--- config.mk ---
export PLATFORM = sky130hd
export DESIGN_NAME = lru_page_replacement_order_flat
export DESIGN_NICKNAME = d
export VERILOG_FILES = /design/src/rtl/lrpo_pkg.sv /design/src/rtl/lrpo_if.sv /design/src/rtl/lrpo_ram.sv /design/src/rtl/lrpo_result_reg.sv /design/src/rtl/lru_page_replacement_order.sv /design/src/flat_wrapper.sv
export VERILOG_INCLUDE_DIRS = /design/src /design/src/rtl
export SDC_FILE = /design/constraint.sdc
export NUM_CORES = 1
export LEC_CHECK = 0
export BUFFER_PORTS_ARGS = -buffer_cell sky130_fd_sc_hd__buf_2
export CAP_MARGIN = 20
export CORE_MARGIN = 3
export CORE_UTILIZATION = 57
export CTS_BUF_LIST = sky130_fd_sc_hd__clkbuf_16
export CTS_CLUSTER_SIZE = 40
export DETAILED_ROUTE_END_ITERATION = 8
export HOLD_SLACK_MARGIN = 0.02
export PLACE_DENSITY_LB_ADDON = 0.25
export SETUP_SLACK_MARGIN = 0.02
export SKIP_LAST_GASP = 1
export SYNTH_ARGS = -nofsm -noshare
export SYNTH_HDL_FRONTEND = slang
export SYNTH_SLANG_ARGS = --single-unit
--- constraint.sdc ---
create_clock -name clk_i -period 2.4 [get_ports clk_i]
set_input_delay 0.24 -clock clk_i [delete_from_list [all_inputs] [get_ports clk_i]]
set_output_delay 0.24 -clock clk_i [all_outputs]
set_load 0.02 [all_outputs]
--- src/rtl/assert_macros.svh ---
// assertion macros used by the top-level rtl file
`ifndef ASSERT_MACROS_SVH
`define ASSERT_MACROS_SVH

// property that holds at every clock edge out of reset
`define ASSERT_ALWAYS(label, expr, msg) \
  label: assert property (@(posedge clk_i) disable iff (!rst_ni) (expr)) else $error(msg);

// same-cycle implication
`define ASSERT_IMPLY(label, ante, cons, msg) \
  label: assert property (@(posedge clk_i) disable iff (!rst_ni) (ante) |-> (cons)) \
    else $error(msg);

`endif

--- src/rtl/lrpo_pkg.sv ---
// types and constants of the lru page replacement order
package lrpo_pkg;

  localparam int unsigned FRAMES  = 64;
  localparam int unsigned FRAME_W = $clog2(FRAMES);
  localparam int unsigned COUNT_W = $clog2(FRAMES + 1);

  typedef logic [FRAME_W-1:0] frame_t;
  typedef logic [COUNT_W-1:0] count_t;

  typedef enum logic {
    CMD_TOUCH = 1'b0,
    CMD_EVICT = 1'b1
  } cmd_e;

  typedef struct packed {
    logic   victim_valid;
    frame_t victim_frame;
    count_t resident_count;
  } result_t;

endpackage

--- src/rtl/lrpo_if.sv ---
// command and result channel interfaces
interface lrpo_cmd_if import lrpo_pkg::*; ();
  logic   valid;
  logic   ready;
  logic   command;
  frame_t page_frame;

  modport source (output valid, output command, output page_frame, input ready);
  modport sink (input valid, input command, input page_frame, output ready);
endinterface

interface lrpo_res_if import lrpo_pkg::*; ();
  logic   valid;
  logic   ready;
  logic   victim_valid;
  frame_t victim_frame;
  count_t resident_count;

  modport source (output valid, output victim_valid, output victim_frame,
                  output resident_count, input ready);
  modport sink (input valid, input victim_valid, input victim_frame,
                input resident_count, output ready);
endinterface

--- src/rtl/lrpo_ram.sv ---
// generic simple dual-port ram with registered read
module lrpo_ram #(
  parameter int unsigned WIDTH = 8,
  parameter int unsigned DEPTH = 64
) (
  input  logic                     clk_i,
  input  logic                     we_i,
  input  logic [$clog2(DEPTH)-1:0] waddr_i,
  input  logic [WIDTH-1:0]         wdata_i,
  input  logic [$clog2(DEPTH)-1:0] raddr_i,
  output logic [WIDTH-1:0]         rdata_o
);

  logic [WIDTH-1:0] mem_q [DEPTH];
  logic [WIDTH-1:0] rdata_q;

  always_ff @(posedge clk_i) begin
    if (we_i) begin
      mem_q[waddr_i] <= wdata_i;
    end
    rdata_q <= mem_q[raddr_i];
  end

  assign rdata_o = rdata_q;

endmodule

--- src/rtl/lrpo_result_reg.sv ---
// output register for result transfers
module lrpo_result_reg import lrpo_pkg::*; (
  input  logic              clk_i,
  input  logic              rst_ni,
  input  logic              load_i,
  input  result_t           result_i,
  output logic              free_o,
  lrpo_res_if.source        res_o
);

  logic    valid_q, valid_d;
  result_t data_q;

  assign free_o  = !valid_q || res_o.ready;
  assign valid_d = load_i || (valid_q && !res_o.ready);

  always_ff @(posedge clk_i or negedge rst_ni) begin
    if (!rst_ni) begin
      valid_q <= 1'b0;
    end else begin
      valid_q <= valid_d;
    end
  end

  always_ff @(posedge clk_i) begin
    if (load_i) begin
      data_q <= result_i;
    end
  end

  assign res_o.valid          = valid_q;
  assign res_o.victim_valid   = data_q.victim_valid;
  assign res_o.victim_frame   = data_q.victim_frame;
  assign res_o.resident_count = data_q.resident_count;

endmodule

--- src/rtl/lru_page_replacement_order.sv ---
// lru page replacement order, top level
// non-resident touch, evict on empty order: go straight from idle to finish, where the result is registered
// other items walk the order ram up to the resident count, then register the result in finish
// one item at a time: the next command transfer waits for the idle state after the result is registered
// a stalled result output holds the block until the result register frees up
// reset clears resident bits and count at once; the order ram is not cleared
`include "assert_macros.svh"

module lru_page_replacement_order import lrpo_pkg::*; (
  input  logic        clk_i,
  input  logic        rst_ni,
  lrpo_cmd_if.sink    cmd_i,
  lrpo_res_if.source  res_o
);

  typedef enum logic [2:0] {
    ST_IDLE   = 3'b001,
    ST_WALK   = 3'b010,
    ST_FINISH = 3'b100
  } state_e;

  state_e              state_q, state_d;
  count_t              len_q, len_d;
  logic [FRAMES-1:0]   present_q, present_d;
  count_t              rd_idx_q, rd_idx_d;
  logic                pend_q, pend_d;
  logic                found_q, found_d;
  cmd_e                cmd_q, cmd_d;
  frame_t              frame_q, frame_d;
  frame_t              victim_q, victim_d;
  frame_t              pend_idx_q, pend_idx_d;

  logic    ram_we;
  frame_t  ram_waddr, ram_wdata, ram_raddr, ram_rdata;
  logic    res_free, res_load;
  result_t result;
  count_t  len_dec;
  logic    match;

  assign len_dec     = len_q - COUNT_W'(1);
  assign cmd_i.ready = (state_q == ST_IDLE);
  assign match       = (cmd_q == CMD_EVICT) ? (pend_idx_q == '0) : (ram_rdata == frame_q);

  always_comb begin
    state_d    = state_q;
    len_d      = len_q;
    present_d  = present_q;
    rd_idx_d   = rd_idx_q;
    pend_d     = pend_q;
    found_d    = found_q;
    cmd_d      = cmd_q;
    frame_d    = frame_q;
    victim_d   = victim_q;
    pend_idx_d = pend_idx_q;
    ram_we     = 1'b0;
    ram_waddr  = '0;
    ram_wdata  = '0;
    ram_raddr  = rd_idx_q[FRAME_W-1:0];
    res_load   = 1'b0;
    result     = '0;
    unique case (state_q)
      ST_IDLE: begin
        if (cmd_i.valid) begin
          cmd_d    = cmd_e'(cmd_i.command);
          frame_d  = cmd_i.page_frame;
          rd_idx_d = '0;
          pend_d   = 1'b0;
          found_d  = 1'b0;
          victim_d = '0;
          if (cmd_e'(cmd_i.command) == CMD_TOUCH) begin
            state_d = present_q[cmd_i.page_frame] ? ST_WALK : ST_FINISH;
          end else begin
            state_d = (len_q != '0) ? ST_WALK : ST_FINISH;
          end
        end
      end
      ST_WALK: begin
        // reads run one entry ahead of the shift-down writes
        if (rd_idx_q != len_q) begin
          rd_idx_d   = rd_idx_q + COUNT_W'(1);
          pend_d     = 1'b1;
          pend_idx_d = rd_idx_q[FRAME_W-1:0];
        end else begin
          pend_d = 1'b0;
        end
        if (pend_q) begin
          if (found_q) begin
            ram_we    = 1'b1;
            ram_waddr = pend_idx_q - FRAME_W'(1);
            ram_wdata = ram_rdata;
          end
          if (match) begin
            found_d = 1'b1;
            if (cmd_q == CMD_EVICT) begin
              victim_d = ram_rdata;
            end
          end
          if (rd_idx_q == len_q) begin
            state_d = ST_FINISH;
          end
        end
      end
      ST_FINISH: begin
        if (res_free) begin
          res_load = 1'b1;
          state_d  = ST_IDLE;
          if (cmd_q == CMD_TOUCH) begin
            ram_we    = 1'b1;
            ram_wdata = frame_q;
            if (found_q) begin
              ram_waddr = len_dec[FRAME_W-1:0];
            end else begin
              ram_waddr         = len_q[FRAME_W-1:0];
              len_d             = len_q + COUNT_W'(1);
              present_d[frame_q] = 1'b1;
            end
            result.resident_count = len_d;
          end else begin
            if (found_q) begin
              len_d               = len_dec;
              present_d[victim_q] = 1'b0;
              result.victim_valid = 1'b1;
              result.victim_frame = victim_q;
            end
            result.resident_count = len_d;
          end
        end
      end
      default: begin
        state_d = ST_IDLE;
      end
    endcase
  end

  always_ff @(posedge clk_i or negedge rst_ni) begin
    if (!rst_ni) begin
      state_q   <= ST_IDLE;
      len_q     <= '0;
      present_q <= '0;
      rd_idx_q  <= '0;
      pend_q    <= 1'b0;
      found_q   <= 1'b0;
    end else begin
      state_q   <= state_d;
      len_q     <= len_d;
      present_q <= present_d;
      rd_idx_q  <= rd_idx_d;
      pend_q    <= pend_d;
      found_q   <= found_d;
    end
  end

  always_ff @(posedge clk_i) begin
    cmd_q      <= cmd_d;
    frame_q    <= frame_d;
    victim_q   <= victim_d;
    pend_idx_q <= pend_idx_d;
  end

  lrpo_ram #(
    .WIDTH(FRAME_W),
    .DEPTH(FRAMES)
  ) u_order_ram (
    .clk_i   (clk_i),
    .we_i    (ram_we),
    .waddr_i (ram_waddr),
    .wdata_i (ram_wdata),
    .raddr_i (ram_raddr),
    .rdata_o (ram_rdata)
  );

  lrpo_result_reg u_result_reg (
    .clk_i    (clk_i),
    .rst_ni   (rst_ni),
    .load_i   (res_load),
    .result_i (result),
    .free_o   (res_free),
    .res_o    (res_o)
  );

  `ASSERT_ALWAYS(a_count_matches_present, $countones(present_q) == int'(len_q), "count mismatch")
  `ASSERT_ALWAYS(a_count_in_range, len_q <= COUNT_W'(FRAMES), "count overflow")
  `ASSERT_IMPLY(a_walk_idx_in_range, state_q == ST_WALK, rd_idx_q <= len_q, "walk overrun")
  `ASSERT_IMPLY(a_append_absent, state_q == ST_FINISH && cmd_q == CMD_TOUCH && !found_q,
                !present_q[frame_q], "append of resident frame")

endmodule
--- src/flat_wrapper.sv ---
// flat-port wrapper written by rule: the top's interface ports become plain ports
module lru_page_replacement_order_flat import lrpo_pkg::*;
  (clk_i, rst_ni, cmd_i_valid, cmd_i_command, cmd_i_page_frame, cmd_i_ready, res_o_valid, res_o_victim_valid, res_o_victim_frame, res_o_resident_count, res_o_ready);
  lrpo_cmd_if cmd_i_i ();
  lrpo_res_if res_o_i ();
  input  logic clk_i;
  input  logic rst_ni;
  input wire logic [$bits(cmd_i_i.valid)-1:0] cmd_i_valid;
  input wire logic [$bits(cmd_i_i.command)-1:0] cmd_i_command;
  input wire logic [$bits(cmd_i_i.page_frame)-1:0] cmd_i_page_frame;
  output wire logic [$bits(cmd_i_i.ready)-1:0] cmd_i_ready;
  output wire logic [$bits(res_o_i.valid)-1:0] res_o_valid;
  output wire logic [$bits(res_o_i.victim_valid)-1:0] res_o_victim_valid;
  output wire logic [$bits(res_o_i.victim_frame)-1:0] res_o_victim_frame;
  output wire logic [$bits(res_o_i.resident_count)-1:0] res_o_resident_count;
  input wire logic [$bits(res_o_i.ready)-1:0] res_o_ready;
  assign cmd_i_i.valid = cmd_i_valid;
  assign cmd_i_i.command = cmd_i_command;
  assign cmd_i_i.page_frame = cmd_i_page_frame;
  assign cmd_i_ready = cmd_i_i.ready;
  assign res_o_valid = res_o_i.valid;
  assign res_o_victim_valid = res_o_i.victim_valid;
  assign res_o_victim_frame = res_o_i.victim_frame;
  assign res_o_resident_count = res_o_i.resident_count;
  assign res_o_i.ready = res_o_ready;
  lru_page_replacement_order u_core (.clk_i(clk_i), .rst_ni(rst_ni), .cmd_i(cmd_i_i), .res_o(res_o_i));
endmodule
Word level (Yosys, flattened, before mapping)
Memories as Yosys holds them, arrays and structs flattened. A register that Yosys moved wholly into a read port is not among the register bits.
Index checks and enable logic that the tools add are counted.
{"block": "totals", "regBits": 117, "ramBits": 384, "inputBits": 11, "out_inout_bits": 16, "word_cells": 119, "mem_count": 1}
{"memory": "u_core.u_order_ram.mem_q", "depth": 64, "word_bits": 6, "rd": 1, "rd_clocked_by_memory_dff": 1, "wr": 1, "line_no": "lrpo_ram.sv:14", "text": "logic [WIDTH-1:0] mem_q [DEPTH];"}
{"block": "classes", "n_addsub": 4, "magnitude_cmp": 5, "n_eq_ne": 15, "mux": 56, "bitwise_logic": 3, "n_reduce_logical": 21}
{"operator": "$mux 64", "n": 3}
{"operator": "$mux 6", "n": 13}
{"operator": "$and 64x64->64", "n": 1}
{"operator": "$not 64->64", "n": 1}
{"operator": "$or 64x64->64", "n": 1}
{"operator": "$mux 7", "n": 6}
{"operator": "$pmux 6 s2", "n": 3}
{"operator": "$lt 6x7->1 const B", "n": 3}
{"operator": "$mux 3", "n": 7}
{"operator": "$mux 1", "n": 16}
{"operator": "$reduce_and 4->1", "n": 4}
{"operator": "$add 7x1->7 const B", "n": 2}
{"operator": "$ne 2x1->1 const B", "n": 7}
{"operator": "$pmux 7 s2", "n": 1}
{"operator": "$demux 1 s6", "n": 2}
{"operator": "$ge 6x1->1 const B", "n": 2}
{"operator": "$pmux 3 s3", "n": 1}
{"operator": "$reduce_and 2->1", "n": 4}
{"operator": "$eq 7x7->1", "n": 1}
{"operator": "$ne 7x7->1", "n": 1}
{"operator": "$reduce_bool 7->1", "n": 1}
{"operator": "$sub 7x1->7 const B", "n": 1}
{"operator": "$bmux 1 s6", "n": 1}
{"operator": "$eq 6x6->1", "n": 1}
{"operator": "13 further kinds", "n": 21}

Logic depth before layout (Yosys ltp)
Gate-level depths: netlist of run 1.
{"block": "logic_depth", "word_depth": 8, "ltp_mapped": 9}

By module
A second synthesis of run 1 with hierarchy kept.
{"block": "unflattened", "cells_unflattened": 1317, "area_unflattened_um2": 21251.6}
{"mod": "lrpo_ram", "instances": 1, "cells_per_inst": 720, "area_each_um2": 15225.9}
{"mod": "lru_page_replacement_order", "instances": 1, "cells_per_inst": 580, "area_each_um2": 5557.8}
{"mod": "lrpo_result_reg", "instances": 1, "cells_per_inst": 17, "area_each_um2": 467.9}

Least setup slack after synthesis of run 1
No wires, ideal clock.
{"block": "synth_path", "path_type": "register to register", "start": "register u_core.len_q[1]", "end": "memory u_core.u_order_ram.mem_q[53][0] (netlist bit), enable pin", "setup_time_ns": 0.350, "arrival_time_ns": 2.141, "required_ns": 2.050, "path_slack_ns": -0.091, "stages_incl_launch_ff": 10, "synth_period_minus_slack_ns": 2.491, "path_cell_list": "dfrtp_1 clkbuf_1 inv_1 ha_1 and4bb_2 xnor2_1 o22ai_1 nor2b_1 nand2_1 nor2_1"}
{"block": "synth_via", "elab_chain_cells": 5}
{"item": "start, declared", "line_no": "lru_page_replacement_order.sv:23", "text": "count_t len_q, len_d;"}
{"item": "start signal, assigned", "line_no": "lru_page_replacement_order.sv:145", "text": "len_q <= len_d;"}
{"item": "$sub 7x1->7", "line_no": "lru_page_replacement_order.sv:40", "text": "assign len_dec = len_q - COUNT_W'(1);"}
{"item": "$mux 6 *", "line_no": "lru_page_replacement_order.sv:110", "text": "if (found_q) begin"}
{"item": "$mux 6 *", "line_no": "lru_page_replacement_order.sv:107", "text": "if (cmd_q == CMD_TOUCH) begin"}
{"item": "$mux 6 *", "line_no": "lru_page_replacement_order.sv:104", "text": "if (res_free) begin"}
{"item": "$pmux 6 s2 *", "line_no": "lru_page_replacement_order.sv:61", "text": "unique case (state_q)"}
{"item": "end, declared", "line_no": "lrpo_ram.sv:14"}
Every way passes the cells marked *; elsewhere a longest branch is shown, timed or not.

Final worst setup path of run 1
{"block": "layout_path", "start": "register u_core.pend_idx_q[1]", "end": "memory u_core.u_order_ram.mem_q[12][5] (netlist bit), enable pin"}
{"block": "layout_via", "elab_chain_cells": 4}
{"item": "start, declared", "line_no": "lru_page_replacement_order.sv:31", "text": "frame_t pend_idx_q, pend_idx_d;"}
{"item": "start signal, assigned", "line_no": "lru_page_replacement_order.sv:157", "text": "pend_idx_q <= pend_idx_d;"}
{"item": "$sub 6x1->6", "line_no": "lru_page_replacement_order.sv:89", "text": "ram_waddr = pend_idx_q - FRAME_W'(1);"}
{"item": "$mux 6", "line_no": "lru_page_replacement_order.sv:87", "text": "if (found_q) begin"}
{"item": "$mux 6", "line_no": "lru_page_replacement_order.sv:86", "text": "if (pend_q) begin"}
{"item": "$pmux 6 s2", "line_no": "lru_page_replacement_order.sv:61"}
Every way passes these cells.

==> results of run 1 <==
[cells by family after synthesis]
group	after synthesis	synth area share (%)
AND/OR/NAND/NOR	273	6.23
buffers and inverters	76	1.58
XOR/XNOR	37	1.54
AO/OA/AOI/OAI	191	5.38
multiplexers	142	14.7
adder cells (fa/ha/maj)	6	0.358
flip-flops	507	70.2
[per-stage QoR]
step | setup slack, ns | power, W | cell area, sq um
final | -0.0953 | 0.0213 | 25900
after floorplan | -0.0496 | 0.0122 | 21100
after CTS | -0.00283 | 0.0211 | 25200
after global routing | -0.143 | 0.0220 | 25900
after global placement | -0.217 | 0.0133 | 23200
after detailed placement | -0.265 | 0.0134 | 23200
[state kept, by name, indices dropped and copies added (netlist names), 6 cells and up]
name	count
u_core.len_q	7
u_core.u_order_ram.rdata_o	6
u_core.rd_idx_q	7
u_core.pend_idx_q	6
u_core.victim_q	6
u_core.u_order_ram.mem_q	384
u_core.u_result_reg.res_o.resident_count	7
u_core.frame_q	6
u_core.u_result_reg.res_o.victim_frame	6
u_core.present_q	64
[metal layers]
layer	track usage, %	wire length [um]
met5	0	0
met1	37.6	20700
met2	43.2	26600
met4	7.34	1520
met3	4.59	4160
[path summary, 6_finish.rpt]
check	start	end	slack [ns]
max in group asynchronous	rst_ni	u_core.present_q[30]	1.59
min in group asynchronous	rst_ni	u_core.present_q[29]	0.18
setup / recovery	u_core.pend_idx_q[1]	u_core.u_order_ram.mem_q[12][5]	-0.1
hold reg to reg	u_core.present_q[18]	u_core.present_q[18]	0.50
hold / removal	cmd_i_page_frame[1]	u_core.frame_q[1]	0.06
setup reg to reg	u_core.pend_idx_q[1]	u_core.u_order_ram.mem_q[12][5]	-0.1
[synth_stat cells, drive strengths merged (9+ instances only)]
master,number
nand3,27
nor2,107
nor2b,12
a22oi,12
buf,32
mux4,132
and3,9
nor3,9
nand2,60
o31ai,9
clkbuf,30
inv,13
edfxtp,417
dfrtp,83
o21ai,112
xnor2,29
nor3b,9
a21oi,18
[worst reg2reg max path, delay by kind of cell (launching register included)]
kind,cells,cell delay (ns)
AO/OA/AOI/OAI,1,0.14
buffers and inverters,3,0.50
flip-flops,1,0.38
AND/OR/NAND/NOR,4,0.75
XOR/XNOR,1,0.23
adder cells (fa/ha/maj),1,0.21
[power by group]
group          total [W]  switching (W)  leakage, nW  internal (W)
registers         0.0100       0.000240         4.73       0.00980
clock network    0.00760        0.00329        0.833       0.00432
logic            0.00369        0.00187         2.86       0.00182
total             0.0213        0.00540         8.43        0.0159
[what timing repair did]
item                       4_1_cts  5_1_grt
gates cloned                     0        4
hold buffers                     6        0
setup buffers                    8       19
pin swaps                        6       19
resized for setup               56      104
setup endpoints to repair      390      412
hold endpoints to repair        43        0
[cell type report]
| class | instances | area, sq um | share of cell area, % |
|---|---|---|---|
| repair buffers | 234 | 2290 | 8.84 |
| clock inverters | 42 | 275 | 1.06 |
| inverters | 14 | 52.6 | 0.203 |
| well taps | 461 | 577 | 2.23 |
| clock buffers | 53 | 1330 | 5.12 |
| multi-input cells | 649 | 6620 | 25.5 |
| diodes | 1 | 2.50 | 0.00966 |
| flip-flops and latches | 507 | 14800 | 57.0 |
==> flow_summary.json, run 1 <==
{
  "drt_iter0_drc": 1438,
  "drive_gt1_share_pct": 37.0,
  "vdd_ir_drop_max_uv": 608,
  "max_freq_mhz": 401,
  "nets": 1475,
  "fin_util_pct": 72.1,
  "netlist_instances": 1232,
  "cts.path.max_buffers": 3,
  "slew_viol_final": 0,
  "num_vias": 12700,
  "die_w_um": 198,
  "setup_viol": 166,
  "yosysTopAreaCell": "edfxtp_1",
  "critPathArrivalTime_ns": 2.79,
  "layout_setup_ws_ns": -0.0953,
  "cp.depth": 10,
  "finalNonFillerCells": 1961,
  "synthTopCellsByArea": "edfxtp_1 60%, mux4_2 14%, dfrtp_1 9.9%, o21ai_0 2.6%, nor2_1 1.9%",
  "hp-class": "in2reg",
  "ys_async_sr_fraction_pct": 16.6,
  "place_inst": 1828,
  "mostFrequentLayoutCell": "edfxtp_1",
  "grt_overflow_total": 0,
  "grt_pass1_wl_mm": 77.0,
  "io_pins": 27,
  "crit_buf_inv": 3,
  "portBuffers": 26,
  "hold_violations": 0,
  "hpwl_mm": 32.5,
  "synth_flop_cell": "edfxtp_1",
  "numCtsBuffers": 52,
  "whs_ns": 0.0573,
  "viasPerCell": 6.48,
  "drv_cap": 0,
  "rows": 69,
  "relSlewSlack_pct": 53.1,
  "yosysSeqAreaShare_pct": 70.2,
  "fin_skew_ns": 0.0194,
  "p_leak_nw": 8.43,
  "cp_max_fo": 8,
  "status": "complete, but fails checks",
  "layout.cells.most_common_list": "417 x edfxtp_1, 136 x buf_4, 132 x mux4_2",
  "wl_mm": 52.9,
  "slowest_stage": "edfxtp_1",
  "failed_checks": "setup timing",
  "reg2reg_depth": 10,
  "antenna_found_initial": 0,
  "netlist_area_sq_um": 21000,
  "htreeDepth": 2,
  "cp_common_cell": "buf_4",
  "die_h_um": 198,
  "post_synth.cell_area_avg_sq_um": 17.0,
  "slowest_delay_ns": 0.38,
  "crit_family": "simple AND/OR/NAND/NOR gates",
  "fin_tns_setup_ns": -5.14,
  "path_class": "reg2reg",
  "tightestPinTransition_ns": 0.703,
  "first_pass_iters": 5,
  "start_util_pct": 58.4,
  "grt_max_degree": 47,
  "fp.coreArea_sq_um": 35900,
  "cp-end-kind": "flop",
  "power_density_nw_per_um2": 824,
  "grt_util_all_layers_pct": 26.4,
  "drc": 0,
  "critPathLaunchType": "flop",
  "fill_cells": 2072,
  "synth_edf_count": 417,
  "syn-num-nets": 1249,
  "antenna_left": 0,
  "synth_seq_cells": 507,
  "root_buffer": "clkbuf_16",
  "die_area_sq_um": 39200,
  "cts_sinks": 507,
  "gp_congestion": 0.893,
  "area_growth_pct": 23.4,
  "crit_required_ns": 2.70,
  "finalCritPeriodShare_pct": 104,
  "clkTransAtPathRegs_ns": 0.06,
  "rsz0062_at_grt": "true",
  "synth_top_area_share_pct": 59.7,
  "yosysUniqueCellTypes": 56,
  "whs_path_depth": 1,
  "clk_latency_ns": 0.59,
  "crit_chain": "inv_1 > ha_1 > nor3b_2 > xnor2_1 > o22ai_4 > nor2b_1 > nand2_1 > buf_4 > nor2_1 > buf_4",
  "fin_crit_ns": 2.50,
  "cts_tree": "yes",
  "synth_warnings": 0,
  "first_global_vias": 12400,
  "wl_per_cell_um": 27.0
}
Power figures use the tool's default switching activity.
==> inputs of run 2 (changes only) <==
--- a/config.mk
+++ b/config.mk
@@ -13,6 +13,7 @@
 export CTS_BUF_LIST = sky130_fd_sc_hd__clkbuf_16
 export CTS_CLUSTER_SIZE = 40
 export DETAILED_ROUTE_END_ITERATION = 8
+export GPL_TIMING_DRIVEN = 0
 export HOLD_SLACK_MARGIN = 0.02
 export PLACE_DENSITY_LB_ADDON = 0.25
 export SETUP_SLACK_MARGIN = 0.02
==> run 2 against run 1 <==
  * Register-to-register slack lost 0.08 ns
  * Routed wire length increased by 3.7%
  * Critical path depth stayed put
  * Non-clock buffer count down 73
  * The run still ends with setup timing left
  * Hold slack gained 0.033 ns
  * Die area stayed put
  * Largest power group unchanged
  * Clock skew increased by 0.016 ns
  * Worst setup slack worse by 0.084 ns
  * First-iteration DRC count up 4.0%
  * Fmax fell by 3.3%
==> flow_summary.json, run 2 (same netlist as run 1, synthesis figures left out) <==
{
  "status": "complete, but fails checks",
  "failed_checks": "setup timing",
  "cts.path.max_buffers": 3,
  "slew_viol_final": 0,
  "hp-class": "in2reg",
  "p_leak_nw": 8.08,
  "largest_register": "u_core.u_order_ram.mem_q",
  "die_w_um": 198,
  "first_pass_iters": 5,
  "nets": 1405,
  "cp_max_fo": 8,
  "die_area_sq_um": 39200,
  "drt_iter0_drc": 1496,
  "top_regs": "u_core.u_order_ram.mem_q (384), u_core.present_q (64)",
  "htreeDepth": 2,
  "cp-end-kind": "flop",
  "drv_cap": 0,
  "crit_buf_inv": 3,
  "drc": 0,
  "fin_skew_ns": 0.0358,
  "io_pins": 27,
  "slowest_delay_ns": 0.41,
  "portBuffers": 26,
  "antenna_left": 0,
  "crit_chain": "inv_1 > ha_1 > nor3b_2 > xnor2_1 > o22ai_4 > buf_6 > nor2_4 > buf_12 > nand2_8 > nor2_4",
  "setup_viol": 388,
  "whs_ns": 0.0904,
  "finalNonFillerCells": 1887,
  "fp.coreArea_sq_um": 35900,
  "internal_power_w": 0.0162,
  "crit_family": "simple AND/OR/NAND/NOR gates",
  "fill_cells": 2037,
  "n_antenna_cell": 0,
  "wl_mm": 54.9,
  "seq_power_share_pct": 46.5,
  "hpwl_mm": 30.8,
  "share_comb_of_total_power_pct": 17.8,
  "dp_slack_ns": -1.08,
  "mostFrequentLayoutCell": "edfxtp_1",
  "rsz0062_at_grt": "true",
  "place_area_sq_um": 21900,
  "slowest_stage": "edfxtp_1",
  "first_global_vias": 12500,
  "grt_util_all_layers_pct": 27.8,
  "power_switching_w": 0.00559,
  "relSlewSlack_pct": 50.6,
  "pwr-share-clk_pct": 35.7,
  "viasPerCell": 6.68,
  "fin_area_sq_um": 25700,
  "area_growth_pct": 22.6,
  "fin_crit_ns": 2.58,
  "drive_gt1_share_pct": 34.2,
  "vdd_ir_drop_max_uv": 614,
  "clkTransAtPathRegs_ns": 0.07,
  "clk_latency_ns": 0.60,
  "power_density_nw_per_um2": 845,
  "largest_reg_flops": 384,
  "max_freq_mhz": 388,
  "hold_violations": 0,
  "start_util_pct": 58.4,
  "cts_sinks": 507,
  "wl_per_cell_um": 29.1,
  "path_class": "reg2reg",
  "fin_util_pct": 71.7,
  "tightestPinTransition_ns": 0.739,
  "numCtsBuffers": 50,
  "cts_tree": "yes",
  "critPathArrivalTime_ns": 2.83,
  "switching_share_pct": 25.7,
  "crit_required_ns": 2.65,
  "antenna_found_initial": 0,
  "grt_overflow_total": 0,
  "critPathLaunchType": "flop",
  "die_h_um": 198,
  "rows": 69,
  "layout.cells.most_common_list": "417 x edfxtp_1, 132 x mux4_2, 110 x o21ai_0",
  "grt_max_degree": 60,
  "gp_congestion": 0.904,
  "place_inst": 1721,
  "cp_common_cell": "nor2_4",
  "finalCritPeriodShare_pct": 107,
  "num_vias": 12600,
  "grt_pass1_wl_mm": 79.5,
  "layout_setup_ws_ns": -0.180,
  "root_buffer": "clkbuf_16"
}
==> run 2: changes by cell type in the layout (fill, tap and decap cells not counted), sizes merged <==
| cell | delta |
|---|---|
| dlygate4sd3 | +3 |
| clkdlybuf4s15 | +1 |
| a22o | +5 |
| clkinv | +1 |
| buf | -111 |
| clkinvlp | -1 |
| inv | -6 |
| clkbuf | +32 |
| bufinv | +3 |
| diode | -1 |
==> run 2: cell type report <==
class                      instances  area [sq um]  area share, %
buffer                            59           541           2.10
clock buffer                      51          1280           4.96
clock inverter                    39           334           1.30
inverter                          14          57.6          0.224
multi-input combinational        654          7110           27.6
sequential                       507         14700           57.3
tap                              461           577           2.24
timing repair buffer             102          1090           4.24
==> run 2: repair_timing <==
action / CTS / global route
setup endpoints to repair: 776 / 550
setup buffers: 39 / 19
pin swaps: 47 / 41
cloned: 5 / 7
gates resized for setup: 234 / 69
endpoints found under the hold margin: 91 / 0
hold buffers: 9 / 0
==> run 2: path summary, 6_finish.rpt <==
check                                      from                              end  slack (ns)  cells past startpoint
max in group asynchronous                rst_ni                u_core.state_q[0]        1.62                      3
setup reg to reg           u_core.pend_idx_q[0]   u_core.u_order_ram.mem_q[2][0]       -0.18                     10
setup / recovery           u_core.pend_idx_q[0]   u_core.u_order_ram.mem_q[2][0]       -0.18                     10
hold / removal                      res_o_ready  u_core.u_result_reg.res_o.valid        0.09                      3
min in group asynchronous                rst_ni              u_core.present_q[7]        0.10                      2
hold reg to reg              u_core.rd_idx_q[5]             u_core.pend_idx_q[5]        0.45                      0
==> run 2: per-stage QoR <==
step | total power (W) | setup TNS, ns
global route | 0.0224 | -57.98
detailed placement | 0.0130 | -454.43
CTS | 0.0211 | -3.69
finish | 0.0218 | -46.71
floorplan | 0.0122 | -6.61
global placement | 0.0129 | -398.80
==> run 2: power groups by stage <==
stage	logic [W]	registers [W]	clock network, W
finish	0.00387	0.0101	0.00777
global route	0.00407	0.0101	0.00818
CTS	0.00322	0.0101	0.00780
detailed placement	0.00284	0.0102	0
global placement	0.00278	0.0102	0
floorplan	0.00202	0.0101	0
==> run 2: worst reg2reg max path: stages (launching register included) <==
cell and delay [ns]:
edfxtp_1 0.41, inv_1 0.11, ha_1 0.21, nor3b_2 0.23
xnor2_1 0.23, o22ai_4 0.18, buf_6 0.15, nor2_4 0.16
buf_12 0.13, nand2_8 0.11, nor2_4 0.30
==> run 2: metal layers <==
| metal | part of all wire [%] | routed length (um) | vias to the layer above | GRT usage [%] |
|---|---|---|---|---|
| li1 | - | - | 5239 | - |
| met1 | 39 | 21200 | 6479 | 38.6 |
| met2 | 48 | 26500 | 758 | 44.1 |
| met3 | 9.2 | 5060 | 130 | 5.36 |
| met4 | 3.9 | 2120 | 0 | 11.4 |
| met5 | 0 | 0 | - | 0 |
